## config.mk

```make
export PLATFORM = sky130hd
export DESIGN_NAME = step_file_tokenizer
export DESIGN_NICKNAME = d
export VERILOG_FILES = /design/src/stft_pkg.sv /design/src/stft_front.sv /design/src/stft_queue.sv /design/src/stft_back.sv /design/src/step_file_tokenizer.sv
export SDC_FILE = /design/constraint.sdc
export NUM_CORES = 1
export LEC_CHECK = 0
export BUFFER_PORTS_ARGS = -buffer_cell sky130_fd_sc_hd__buf_2
export CORE_UTILIZATION = 65
export DETAILED_ROUTE_END_ITERATION = 8
export GPL_ROUTABILITY_DRIVEN = 0
export PLACE_DENSITY = 0.83
export SLEW_MARGIN = 25
export SYNTH_ARGS = -nofsm -noshare
export SYNTH_HDL_FRONTEND = slang
export SYNTH_SLANG_ARGS = --single-unit
```

## constraint.sdc

```tcl
create_clock -name clk -period 9.95 [get_ports clk]
set_input_delay 1.99 -clock clk [delete_from_list [all_inputs] [get_ports clk]]
set_output_delay 1.99 -clock clk [all_outputs]
set_load 0.005 [all_outputs]
```

## src/stft_pkg.sv

```systemverilog
// Shared types, character codes and helpers for the exchange-file tokenizer.
`timescale 1ns / 1ps
`default_nettype none

package stft_pkg;

	typedef enum logic [3:0] {
		M_IDLE,
		M_STR,
		M_STRQ,
		M_REF,
		M_NUM,
		M_ENUM,
		M_LABEL,
		M_COMMENT,
		M_COMMENT_STAR,
		M_SKIP
	} mode_t;

	localparam logic [1:0] EV_TOKEN = 2'd0;
	localparam logic [1:0] EV_BYTE  = 2'd1;
	localparam logic [1:0] EV_END   = 2'd2;

	localparam logic [3:0] TK_STRING   = 4'd0;
	localparam logic [3:0] TK_REF      = 4'd1;
	localparam logic [3:0] TK_EMPTY    = 4'd2;
	localparam logic [3:0] TK_UNKNOWN  = 4'd3;
	localparam logic [3:0] TK_SET_BEG  = 4'd4;
	localparam logic [3:0] TK_SET_END  = 4'd5;
	localparam logic [3:0] TK_LINE_END = 4'd6;
	localparam logic [3:0] TK_INTEGER  = 4'd7;
	localparam logic [3:0] TK_REAL     = 4'd8;
	localparam logic [3:0] TK_ENUM     = 4'd9;
	localparam logic [3:0] TK_LABEL    = 4'd10;

	localparam logic [7:0] CH_QUOTE  = 8'h27;
	localparam logic [7:0] CH_HASH   = 8'h23;
	localparam logic [7:0] CH_DOLLAR = 8'h24;
	localparam logic [7:0] CH_STAR   = 8'h2A;
	localparam logic [7:0] CH_SLASH  = 8'h2F;
	localparam logic [7:0] CH_SEMI   = 8'h3B;
	localparam logic [7:0] CH_DOT    = 8'h2E;
	localparam logic [7:0] CH_UPPER_E = 8'h45;
	localparam logic [7:0] CH_LOWER_E = 8'h65;
	localparam logic [7:0] CH_UNDER  = 8'h5F;
	localparam logic [7:0] CH_MINUS  = 8'h2D;
	localparam logic [7:0] CH_PLUS   = 8'h2B;
	localparam logic [7:0] CH_LPAREN = 8'h28;
	localparam logic [7:0] CH_RPAREN = 8'h29;
	localparam logic [7:0] CH_SPACE  = 8'h20;
	localparam logic [7:0] CH_TAB    = 8'h09;
	localparam logic [7:0] CH_LF     = 8'h0A;
	localparam logic [7:0] CH_CR     = 8'h0D;

	localparam int QDEPTH = 4;
	localparam int QAW    = $clog2(QDEPTH);

	typedef struct packed {
		logic [1:0]  ev;
		logic [3:0]  kind;
		logic [7:0]  pbyte;
		logic [31:0] refnum;
		logic [15:0] len;
		logic        bad;
		logic        last;
	} result_t;

	typedef struct packed {
		result_t res0;
		result_t res1;
		logic    two;
	} entry_t;

	function automatic logic is_digit(input logic [7:0] c);
		return (c >= 8'h30) && (c <= 8'h39);
	endfunction

	function automatic logic is_alpha(input logic [7:0] c);
		return ((c >= 8'h41) && (c <= 8'h5A)) || ((c >= 8'h61) && (c <= 8'h7A));
	endfunction

	function automatic result_t mk(input logic [1:0] ev, input logic [3:0] kind,
			input logic [7:0] pbyte, input logic [31:0] refnum, input logic [15:0] len);
		result_t r;
		r.ev     = ev;
		r.kind   = kind;
		r.pbyte  = pbyte;
		r.refnum = refnum;
		r.len    = len;
		r.bad    = 1'b0;
		r.last   = 1'b0;
		return r;
	endfunction

endpackage

`default_nettype wire

```

## src/stft_front.sv

```systemverilog
// Scanner front end: classifies each byte, updates scan state, builds result entries.
`timescale 1ns / 1ps
`default_nettype none

module stft_front import stft_pkg::*; (
	input  wire logic       clk,
	input  wire logic       arst_n,
	input  wire logic       accept,
	input  wire logic [7:0] text_byte,
	input  wire logic       end_of_input,
	output logic            q_push,
	output entry_t          q_din
);

	mode_t       mode_q;
	logic [7:0]  prev_q;
	logic [31:0] ref_q;
	logic [15:0] len_q;
	logic        frac_q;

	mode_t       mode_a, mode_n;
	logic [31:0] ref_a, ref_n;
	logic [15:0] len_a, len_n;
	logic        frac_a, frac_n;
	logic [7:0]  prev_n;
	result_t     a0, a1, d0, d1, e0, r0, r1;
	logic [1:0]  na, nd, nsum, n;
	logic        redo, skip_err, ctrl_err, err, has_end;
	logic [7:0]  c;

	assign c = text_byte;

	always_comb begin
		a0 = '0;
		a1 = '0;
		na = 2'd0;
		redo = 1'b0;
		skip_err = 1'b0;
		mode_a = mode_q;
		ref_a = ref_q;
		len_a = len_q;
		frac_a = frac_q;
		unique case (mode_q)
			M_STR: begin
				if (c == CH_QUOTE) begin
					mode_a = M_STRQ;
				end else begin
					len_a = len_q + 16'd1;
					a0 = mk(EV_BYTE, TK_STRING, c, '0, '0);
					na = 2'd1;
				end
			end
			M_STRQ: begin
				if (c == CH_QUOTE) begin
					len_a = len_q + 16'd2;
					a0 = mk(EV_BYTE, TK_STRING, CH_QUOTE, '0, '0);
					a1 = a0;
					na = 2'd2;
					mode_a = M_STR;
				end else begin
					a0 = mk(EV_END, TK_STRING, '0, '0, len_q);
					na = 2'd1;
					redo = 1'b1;
				end
			end
			M_REF: begin
				if (is_digit(c)) begin
					ref_a = {ref_q[28:0], 3'b000} + {ref_q[30:0], 1'b0} + {28'd0, c[3:0]};
				end else begin
					a0 = mk(EV_TOKEN, TK_REF, '0, ref_q, '0);
					na = 2'd1;
					redo = 1'b1;
				end
			end
			M_NUM: begin
				if (is_digit(c) || c == CH_DOT || c == CH_UPPER_E || c == CH_LOWER_E
						|| c == CH_MINUS || c == CH_PLUS) begin
					frac_a = frac_q | (c == CH_DOT) | (c == CH_UPPER_E);
					len_a = len_q + 16'd1;
					a0 = mk(EV_BYTE, frac_a ? TK_REAL : TK_INTEGER, c, '0, '0);
					na = 2'd1;
				end else begin
					a0 = mk(EV_END, frac_q ? TK_REAL : TK_INTEGER, '0, '0, len_q);
					na = 2'd1;
					redo = 1'b1;
				end
			end
			M_ENUM: begin
				if (c == CH_DOT) begin
					a0 = mk(EV_END, TK_ENUM, '0, '0, len_q);
					na = 2'd1;
					mode_a = M_IDLE;
					len_a = '0;
					ref_a = '0;
					frac_a = 1'b0;
				end else begin
					len_a = len_q + 16'd1;
					a0 = mk(EV_BYTE, TK_ENUM, c, '0, '0);
					na = 2'd1;
				end
			end
			M_LABEL: begin
				if (is_alpha(c) || is_digit(c) || c == CH_UNDER) begin
					len_a = len_q + 16'd1;
					a0 = mk(EV_BYTE, TK_LABEL, c, '0, '0);
					na = 2'd1;
				end else begin
					a0 = mk(EV_END, TK_LABEL, '0, '0, len_q);
					na = 2'd1;
					redo = 1'b1;
				end
			end
			M_COMMENT: begin
				if (c == CH_STAR) mode_a = M_COMMENT_STAR;
			end
			M_COMMENT_STAR: begin
				if (c == CH_SLASH) mode_a = M_IDLE;
				else if (c != CH_STAR) mode_a = M_COMMENT;
			end
			M_SKIP: begin
				if (c == CH_SEMI) begin
					skip_err = 1'b1;
					a0 = mk(EV_TOKEN, TK_LINE_END, '0, '0, '0);
					na = 2'd1;
					mode_a = M_IDLE;
				end else if (c == CH_LF) begin
					mode_a = M_IDLE;
				end
			end
			default: begin
				redo = 1'b1;
			end
		endcase
	end

	always_comb begin
		d0 = '0;
		d1 = '0;
		nd = 2'd0;
		ctrl_err = 1'b0;
		mode_n = M_IDLE;
		len_n = '0;
		ref_n = '0;
		frac_n = 1'b0;
		priority if (c == CH_SPACE || c == CH_TAB || c == CH_LF || c == CH_CR) begin
		end else if (c == CH_QUOTE) begin
			mode_n = M_STR;
		end else if (c == CH_HASH) begin
			mode_n = M_REF;
		end else if (c == CH_DOLLAR) begin
			d0 = mk(EV_TOKEN, TK_EMPTY, '0, '0, '0);
			nd = 2'd1;
		end else if (c == CH_STAR) begin
			if (prev_q == CH_SLASH) begin
				mode_n = M_COMMENT;
			end else begin
				d0 = mk(EV_TOKEN, TK_UNKNOWN, '0, '0, '0);
				nd = 2'd1;
			end
		end else if (c == CH_LPAREN) begin
			d0 = mk(EV_TOKEN, TK_SET_BEG, '0, '0, '0);
			nd = 2'd1;
		end else if (c == CH_RPAREN) begin
			d0 = mk(EV_TOKEN, TK_SET_END, '0, '0, '0);
			nd = 2'd1;
		end else if (c == CH_SEMI) begin
			d0 = mk(EV_TOKEN, TK_LINE_END, '0, '0, '0);
			nd = 2'd1;
		end else if (c == CH_DOT) begin
			mode_n = M_ENUM;
		end else if (is_digit(c)) begin
			mode_n = M_NUM;
			if (prev_q == CH_MINUS) begin
				d0 = mk(EV_BYTE, TK_INTEGER, CH_MINUS, '0, '0);
				d1 = mk(EV_BYTE, TK_INTEGER, c, '0, '0);
				nd = 2'd2;
				len_n = 16'd2;
			end else begin
				d0 = mk(EV_BYTE, TK_INTEGER, c, '0, '0);
				nd = 2'd1;
				len_n = 16'd1;
			end
		end else if (is_alpha(c)) begin
			mode_n = M_LABEL;
			d0 = mk(EV_BYTE, TK_LABEL, c, '0, '0);
			nd = 2'd1;
			len_n = 16'd1;
		end else if (c < CH_SPACE) begin
			ctrl_err = 1'b1;
			mode_n = M_SKIP;
		end
		if (!redo) begin
			d0 = '0;
			d1 = '0;
			nd = 2'd0;
			ctrl_err = 1'b0;
			mode_n = mode_a;
			len_n = len_a;
			ref_n = ref_a;
			frac_n = frac_a;
		end
	end

	always_comb begin
		has_end = 1'b1;
		e0 = '0;
		unique case (mode_q)
			M_STR, M_STRQ: e0 = mk(EV_END, TK_STRING, '0, '0, len_q);
			M_NUM:         e0 = mk(EV_END, frac_q ? TK_REAL : TK_INTEGER, '0, '0, len_q);
			M_ENUM:        e0 = mk(EV_END, TK_ENUM, '0, '0, len_q);
			M_LABEL:       e0 = mk(EV_END, TK_LABEL, '0, '0, len_q);
			M_REF:         e0 = mk(EV_TOKEN, TK_REF, '0, ref_q, '0);
			default:       has_end = 1'b0;
		endcase
	end

	always_comb begin
		nsum = (na == 2'd0) ? nd : ((na == 2'd1 && nd != 2'd0) ? 2'd2 : na);
		err = skip_err | ctrl_err;
		if (end_of_input) begin
			r0 = e0;
			r1 = '0;
			n = {1'b0, has_end};
			err = 1'b0;
		end else begin
			r0 = (na != 2'd0) ? a0 : d0;
			r1 = (na == 2'd2) ? a1 : ((na == 2'd1) ? d0 : d1);
			n = nsum;
		end
		r0.bad = err;
		r1.bad = err;
		r0.last = (n == 2'd1);
		r1.last = 1'b1;
		q_din.res0 = r0;
		q_din.res1 = r1;
		q_din.two = (n == 2'd2);
		q_push = accept && (n != 2'd0);
		prev_n = end_of_input ? 8'd0 : c;
	end

	always_ff @(posedge clk or negedge arst_n) begin
		if (!arst_n) begin
			mode_q <= M_IDLE;
			prev_q <= '0;
			ref_q <= '0;
			len_q <= '0;
			frac_q <= 1'b0;
		end else if (accept) begin
			prev_q <= prev_n;
			if (end_of_input) begin
				mode_q <= M_IDLE;
				ref_q <= '0;
				len_q <= '0;
				frac_q <= 1'b0;
			end else begin
				mode_q <= mode_n;
				ref_q <= ref_n;
				len_q <= len_n;
				frac_q <= frac_n;
			end
		end
	end

endmodule

`default_nettype wire

```

## src/stft_queue.sv

```systemverilog
// Short queue of result entries between scanner and result sequencer.
`timescale 1ns / 1ps
`default_nettype none

module stft_queue import stft_pkg::*; (
	input  wire logic   clk,
	input  wire logic   arst_n,
	input  wire logic   push,
	input  wire entry_t din,
	output logic        full,
	input  wire logic   pop,
	output entry_t      dout,
	output logic        empty
);

	entry_t         mem_q [QDEPTH];
	logic [QAW-1:0] wr_ptr_q, rd_ptr_q;
	logic [QAW:0]   count_q;
	logic           do_push, do_pop;

	assign full    = (count_q == (QAW+1)'(QDEPTH));
	assign empty   = (count_q == '0);
	assign do_push = push && !full;
	assign do_pop  = pop && !empty;
	assign dout    = mem_q[rd_ptr_q];

	always_ff @(posedge clk) begin
		if (do_push) mem_q[wr_ptr_q] <= din;
	end

	always_ff @(posedge clk or negedge arst_n) begin
		if (!arst_n) begin
			wr_ptr_q <= '0;
			rd_ptr_q <= '0;
			count_q <= '0;
		end else begin
			if (do_push) wr_ptr_q <= wr_ptr_q + QAW'(1);
			if (do_pop) rd_ptr_q <= rd_ptr_q + QAW'(1);
			unique case ({do_push, do_pop})
				2'b10:   count_q <= count_q + (QAW+1)'(1);
				2'b01:   count_q <= count_q - (QAW+1)'(1);
				default: count_q <= count_q;
			endcase
		end
	end

	a_count_bound: assert property (@(posedge clk) disable iff (!arst_n)
		count_q <= (QAW+1)'(QDEPTH))
		else $error("queue count beyond depth");

	a_push_grows: assert property (@(posedge clk) disable iff (!arst_n)
		(do_push && !do_pop) |=> (count_q == $past(count_q) + (QAW+1)'(1)))
		else $error("queue count did not grow on push");

	a_pop_shrinks: assert property (@(posedge clk) disable iff (!arst_n)
		(do_pop && !do_push) |=> (count_q == $past(count_q) - (QAW+1)'(1)))
		else $error("queue count did not shrink on pop");

endmodule

`default_nettype wire

```

## src/stft_back.sv

```systemverilog
// Result sequencer: hands out the one or two results of each queued entry in order.
`timescale 1ns / 1ps
`default_nettype none

module stft_back import stft_pkg::*; (
	input  wire logic   clk,
	input  wire logic   arst_n,
	input  wire entry_t head,
	input  wire logic   q_empty,
	output logic        q_pop,
	input  wire logic   pop,
	output logic        empty,
	output result_t     res
);

	logic sel_q;
	logic take;

	assign empty = q_empty;
	assign take  = pop && !q_empty;
	assign q_pop = take && (sel_q || !head.two);
	assign res   = sel_q ? head.res1 : head.res0;

	always_ff @(posedge clk or negedge arst_n) begin
		if (!arst_n) begin
			sel_q <= 1'b0;
		end else if (take) begin
			sel_q <= !sel_q && head.two;
		end
	end

	a_second_needs_two: assert property (@(posedge clk) disable iff (!arst_n)
		(!q_empty && sel_q) |-> head.two)
		else $error("second result selected on a single-result entry");

endmodule

`default_nettype wire

```

## src/step_file_tokenizer.sv

```systemverilog
// Top level of the exchange-file tokenizer: scanner, entry queue and result sequencer.
//
//  channel  | handshake         | payload
//  ---------+-------------------+------------------------------------------------
//  input    | push / full       | text_byte, end_of_input
//  result   | empty / pop       | event_kind, token_kind, payload_byte, ref_number,
//           |                   | payload_length, bad_control, last_of_run
//
//  One input byte is taken per cycle while full is low; the scan state updates in
//  the same cycle. Each byte gives zero, one or two results, drained at one result
//  per cycle. Byte rate is sustained while results average at most one per byte;
//  the four-entry queue absorbs bursts and full rises only when it fills.
//  Reset (arst_n low) returns the scanner to idle and empties the queue.
`timescale 1ns / 1ps
`default_nettype none

module step_file_tokenizer import stft_pkg::*; (
	input  wire logic        clk,
	input  wire logic        arst_n,
	input  wire logic        push,
	output logic             full,
	input  wire logic [7:0]  text_byte,
	input  wire logic        end_of_input,
	output logic             empty,
	input  wire logic        pop,
	output logic [1:0]       event_kind,
	output logic [3:0]       token_kind,
	output logic [7:0]       payload_byte,
	output logic [31:0]      ref_number,
	output logic [15:0]      payload_length,
	output logic             bad_control,
	output logic             last_of_run
);

	logic    accept;
	logic    q_push, q_pop, q_empty;
	entry_t  q_din, q_head;
	result_t res;

	assign accept = push && !full;

	stft_front u_front (
		.clk          (clk),
		.arst_n       (arst_n),
		.accept       (accept),
		.text_byte    (text_byte),
		.end_of_input (end_of_input),
		.q_push       (q_push),
		.q_din        (q_din)
	);

	stft_queue u_queue (
		.clk    (clk),
		.arst_n (arst_n),
		.push   (q_push),
		.din    (q_din),
		.full   (full),
		.pop    (q_pop),
		.dout   (q_head),
		.empty  (q_empty)
	);

	stft_back u_back (
		.clk     (clk),
		.arst_n  (arst_n),
		.head    (q_head),
		.q_empty (q_empty),
		.q_pop   (q_pop),
		.pop     (pop),
		.empty   (empty),
		.res     (res)
	);

	assign event_kind     = res.ev;
	assign token_kind     = res.kind;
	assign payload_byte   = res.pbyte;
	assign ref_number     = res.refnum;
	assign payload_length = res.len;
	assign bad_control    = res.bad;
	assign last_of_run    = res.last;

endmodule

`default_nettype wire
```

-- Word-level counts from Yosys, hierarchy flattened
Memories as Yosys holds them, arrays and structs flattened.
Index checks and enable logic that the tools add are counted.
- register bits: 69
- memory bits (writable): 512
- input port bits: 13
- output and inout bits: 66
- logic and storage cells: 267
- memories: 1
- add/sub/neg operators: 8
- $lt $le $gt $ge: 7
- equality and inequality tests: 47
- mux-type cells: 147
- bitwise gates (word level): 3
- reduce and logical (&&, ||, !) cells: 45
- memories (name ; depth ; bits a word ; read ports ; clocked after Yosys merged registers in ; wr ports ; RTL line ; text):
    u_queue.mem_q ; 4 ; 128 ; 1 ; 0 ; 1 ; stft_queue.sv:16 ; entry_t mem_q [QDEPTH];
- operator list (cell ; count):
    $mux 64 ; 33
    $pmux 64 s7 ; 1
    $pmux 64 s5 ; 1
    $mux 16 ; 17
    $mux 63 ; 4
    $mux 32 ; 4
    $eq 8x6->1 const B ; 14
    $mux 4 ; 24
    $pmux 16 s5 ; 1
    $pmux 32 s2 ; 1
    $mux 61 ; 1
    $mux 60 ; 1
    $mux 59 ; 1
    $mux 58 ; 1
    $mux 2 ; 17
    $mux 1 ; 33
    $add 32x32->32 ; 1
    $add 32x4->32 ; 1
    $ne 4x2->1 const B ; 7
    $eq 8x4->1 const B ; 3
    $eq 8x7->1 const B ; 3
    $pmux 4 s6 ; 1
    $add 16x1->16 const B ; 1
    $add 16x2->16 const B ; 1
    41 further kinds ; 85

-- Logic depth before layout (Yosys ltp)
- depth after elaboration: 25
- gate-level depth with buffers: 15

-- By module
Synthesis repeated with hierarchy kept, for this count alone.
- cell total of the unflattened synthesis: 1687
- area, all modules: 27047.2 µm²
- modules (own cells, without submodules) (module ; instances ; cells an instance ; area each (µm²) ; seq. area each (µm²)):
    stft_queue ; 1 ; 711 ; 19028.2 ; 15670.0
    stft_front ; 1 ; 898 ; 7009.2 ; 1526.5
    stft_back ; 1 ; 77 ; 996.0 ; 25.0
    step_file_tokenizer ; 1 ; 1 ; 13.8 ; 0.0

-- Worst setup path after synthesis
Ideal clock, no wire load.
- path type: input to register
- start: input port text_byte[2]
- end: memory u_queue.mem_q[0][0] in the netlist's numbering (enable)
- library setup time: 0.445 ns
- data arrival time: 5.909 ns
- required time: 9.505 ns
- slack: 3.596 ns
- cell stages on the path: 9
- path buffers: 1
- path through: buf_2 -> or4_4 -> o221ai_4 -> o2111ai_2 -> a211o_2 -> a21boi_2 -> a31oi_1 -> a31oi_4 -> and2_1
- word-level cells in the longest chain between the ends: 25
- elaborated cells on any way between the ends: 71
- those cells by class: order compare (6); eq/ne (18); mux (27); reduce/logical (20)
- ends and longest elaborated chain (what ; RTL line ; text):
    from (decl) ; step_file_tokenizer.sv:22 ; input wire logic [7:0] text_byte,
    $ge 8x7->1 / $le 8x7->1 (equally long branches) ; stft_pkg.sv:79 ; return ((c >= 8'h41) && (c <= 8'h5A)) || ((c >= 8'h61) && (c <= 8'h7A));
    $logic_and 1x1->1 ; stft_pkg.sv:79 ;
    $logic_or 1x1->1 ; stft_pkg.sv:79 ;
    $mux 1 ; stft_front.sv:183 ; end else if (is_alpha(c)) begin
    $mux 2 ; stft_front.sv:171 ; end else if (is_digit(c)) begin
    $mux 2 ; stft_front.sv:169 ; end else if (c == CH_DOT) begin
    $mux 2 ; stft_front.sv:166 ; end else if (c == CH_SEMI) begin
    $mux 2 ; stft_front.sv:163 ; end else if (c == CH_RPAREN) begin
    [... 9 more ...] ; -- ;
    $mux 2 ; stft_front.sv:218 ; nsum = (na == 2'd0) ? nd : ((na == 2'd1 && nd != 2'd0) ? 2'd2 : na);
    $mux 2 * ; stft_front.sv:218 ;
    $mux 2 * ; stft_front.sv:220 ; if (end_of_input) begin
    $reduce_bool 2->1 * ; stft_front.sv:237 ; q_push = accept && (n != 2'd0);
    $logic_and 1x1->1 * ; stft_front.sv:237 ;
    $logic_and 1x1->1 * ; stft_queue.sv:23 ; assign do_push = push && !full;
    $mux 1 * ; stft_queue.sv:28 ; if (do_push) mem_q[wr_ptr_q] <= din;
    $mux 1 (implied by the code) * ; stft_queue.sv:28 ;
    to (decl) ; stft_queue.sv:16 ;
Mark *: on every way between the ends. The rest lies on a longest branch, timed or not.

-- Worst setup path after layout
- start: input port text_byte[3]
- end: memory u_queue.mem_q[1][104] in the netlist's numbering (enable)
Same word-level chain as after synthesis.

==> results.json <==
{
  "ys_ff_latch": 381,
  "finalCriticalPeriod_ns": 5.646,
  "drv_cap": 0,
  "clock_latency_ns": 0.54,
  "synthCells": 1364,
  "cts_tree": "done",
  "timing.final.ws_setup_ns": 4.304,
  "hold_path.class": "reg2reg",
  "fin_skew_ns": 0.01224,
  "n_antenna_cell": 0,
  "syn_area_um2": 18550,
  "placedCellCount": 1763,
  "cts_resized": 0,
  "wl_per_cell_um": 24.36,
  "start_kind": "input port",
  "drtIter0Drc": 1822,
  "leakage_nw": 7.840,
  "fin_cells": 1833,
  "drc": 3,
  "dieArea_um2": 29220,
  "io_pins": 79,
  "worst-slew-pin-transition_ns": 1.002,
  "drive_above_1_share_pct": 18.14,
  "powerDensity_nw_per_um2": 250.4,
  "fill_cells": 1700,
  "synth_top_cell_area_share_pct": 50.50,
  "cts_max_level": 2,
  "grt_pass1_wl_um": 68320,
  "fmax_ghz": 0.1771,
  "tns_ns": 0,
  "grt_max_degree": 70,
  "ctsHoldBuffers": 0,
  "synth.avg_cell_area_um2": 13.60,
  "cts.path.max_buffers": 3,
  "critical_path_class": "in2reg",
  "holdWs_ns": 0.4742,
  "yosysTopAreaCell": "edfxtp_1",
  "area_delta_synth_final_pct": 10.54,
  "required_ns": 10.11,
  "rsz0062_at_grt": "false",
  "synthArstFlopShare_pct": 18.11,
  "dr.pass1.iters": 9,
  "max_slew_margin_pct": 33.19,
  "grt-ovfl-total": 0,
  "setup_viol": 0,
  "status": "finished, violations left",
  "slew_viol_final": 0,
  "synth_edf_count": 312,
  "via_per_inst": 6.787,
  "rows": 61,
  "synth_cell_types": 91,
  "fp.coreArea_um2": 27930,
  "reg2reg_slack_ns": 5.20,
  "portBuffers": 78,
  "grt_pass1_vias": 12060,
  "grt.total_usage_pct": 31.47,
  "cts_inserted_buffers": 38,
  "hold_viol_final": 0,
  "cts-root-buf": "clkbuf_16",
  "drt-total-wl_um": 44640,
  "arrival_ns": 5.81,
  "start_util_pct": 66.42,
  "synthFlopType": "edfxtp_1",
  "postCtsSetupBuffers": 0,
  "vias": 12440,
  "fin_nets": 1506,
  "yosysSeqAreaShare_pct": 59.80,
  "dp_hpwl_um": 27510,
  "clk_pin_slew_worst_paths_ns": 0.06,
  "ys_warn_count": 0,
  "fp.dieW_um": 171.0,
  "critical_path_peak_fanout": 47,
  "antenna_found_initial": 0,
  "die_y_um": 171.0,
  "place_ws_ns": 3.874,
  "crit_path_end_kind": "flop",
  "cts_sinks": 381,
  "violations": "design-rule violations",
  "synth_area_leaders": "edfxtp_1 (50%), mux4_2 (9.5%), dfrtp_1 (9.3%)",
  "finalCritPeriodShare_pct": 56.74,
  "antenna_left": 0,
  "ir_worst_vdd_mv": 0.2285
}
## routing by layer
layer / up-vias / GRT usage, % / routed length, µm
li1: 5395 / - / -
met1: 6090 / 43.61 / 17370
met2: 806 / 49.30 / 20910
met3: 150 / 7.333 / 4853
met4: 0 / 11.26 / 1510
met5: - / 0 / 0
## through the flow
stage	power, mW	util [%]	cell area (µm²)
after floorplan	3.175	-	18570
after global placement	3.659	68.95	19260
after detailed placement	3.702	68.97	19270
after CTS	5.135	73.35	20490
after global routing	5.349	73.42	20510
final	5.136	73.42	20510
## kinds of logic after synthesis
group           after synthesis  synth area share (%)
simple gates                433                 12.14
flops                       381                 59.80
compound gates              269                 9.886
buf+inv                      96                 2.084
mux                          87                 9.994
fa+ha+maj                    68                 4.707
xor+xnor                     29                 1.369
other cells                   1               0.02021
## power breakdown
| part | internal, mW | total, mW | switching, mW |
|---|---|---|---|
| logic | 0.684 | 1.57 | 0.884 |
| registers | 1.99 | 2.15 | 0.165 |
| clock network | 0.812 | 1.41 | 0.602 |
| total | 3.48 | 5.14 | 1.65 |
## critical path, stage by stage
cell	delay [ns]
buf_2	0.22
or4_4	0.59
o221ai_4	0.24
o2111ai_2	0.17
a211o_2	0.43
a21boi_2	0.34
a31oi_1	0.21
a31oi_4	0.32
and2_4	0.55
buf_4	0.69
## worst paths after layout
check                                              startpoint                              end  depth (start not counted)
worst max-delay path                             text_byte[3]  u_queue.mem_q[1][104]$_DFFE_PP_                         10
worst min-delay path            u_front.prev_q[5]$_DFFE_PN0P_    u_front.prev_q[5]$_DFFE_PN0P_                          2
worst max register to register  u_front.mode_q[3]$_DFFE_PN0P_  u_queue.mem_q[1][104]$_DFFE_PP_                          9
worst min register to register  u_front.prev_q[5]$_DFFE_PN0P_    u_front.prev_q[5]$_DFFE_PN0P_                          2
max in group asynchronous                              arst_n  u_queue.rd_ptr_q[1]$_DFFE_PN0P_                          2
min in group asynchronous                              arst_n    u_front.ref_q[23]$_DFFE_PN0P_                          2
## cell type report
type | count | area, µm² | share of cell area (%)
clock buffers | 49 | 1023 | 4.990
repair buffers | 90 | 484.2 | 2.361
inverters | 24 | 90.09 | 0.4392
multi-input cells | 890 | 7138 | 34.80
flip-flops and latches | 381 | 11100 | 54.14
clock inverters | 21 | 197.7 | 0.9639
well taps | 378 | 473.0 | 2.306
## synthesized netlist by cell type, types with 15 or more instances
cell,n
edfxtp_1,312
nand2_1,151
mux4_2,78
and2_1,74
dfrtp_1,69
ha_1,65
a21oi_1,57
nor2_1,57
o21ai_0,57
clkbuf_1,53
and3_1,45
o21ai_1,23
inv_1,22
nor3_1,19
nand2b_1,18
nand3_1,16
xnor2_1,16
a31oi_1,15
## state kept, by name, indices dropped and copies added, names as in the netlist
name,flops
u_back.sel_q,1
u_front.frac_q,1
u_front.len_q,16
u_front.mode_q,4
u_front.prev_q,8
u_front.ref_q,32
u_queue.count_q,3
u_queue.mem_q,312
u_queue.rd_ptr_q,2
u_queue.wr_ptr_q,2
## cells in the final DEF, fill, tap and decap left out, types with 6 or more instances in the layout
master,netlist,layout
edfxtp_1,312,312
o21ai_0,57,56
clkbuf_16,0,39
a221oi_1,6,6
xnor2_1,16,16
o21ai_1,23,23
buf_4,0,11
nor2_1,57,57
xor2_1,13,13
nand4_1,9,9
and2_1,74,70
inv_1,22,22
nand2_1,151,151
o21a_1,8,8
and3_1,45,45
a31oi_1,15,15
nand2b_1,18,18
clkinv_1,2,11
o31ai_1,10,10
a32o_1,7,7
a211oi_1,6,6
a21oi_1,57,57
a22oi_1,7,7
nor3_1,19,17
mux4_2,78,78
ha_1,65,65
or3_1,9,9
dfrtp_1,69,67
clkbuf_1,53,9
a21o_1,13,13
buf_2,8,78
nand3_1,16,16
No activity file was read; power rests on OpenSTA's default activity.
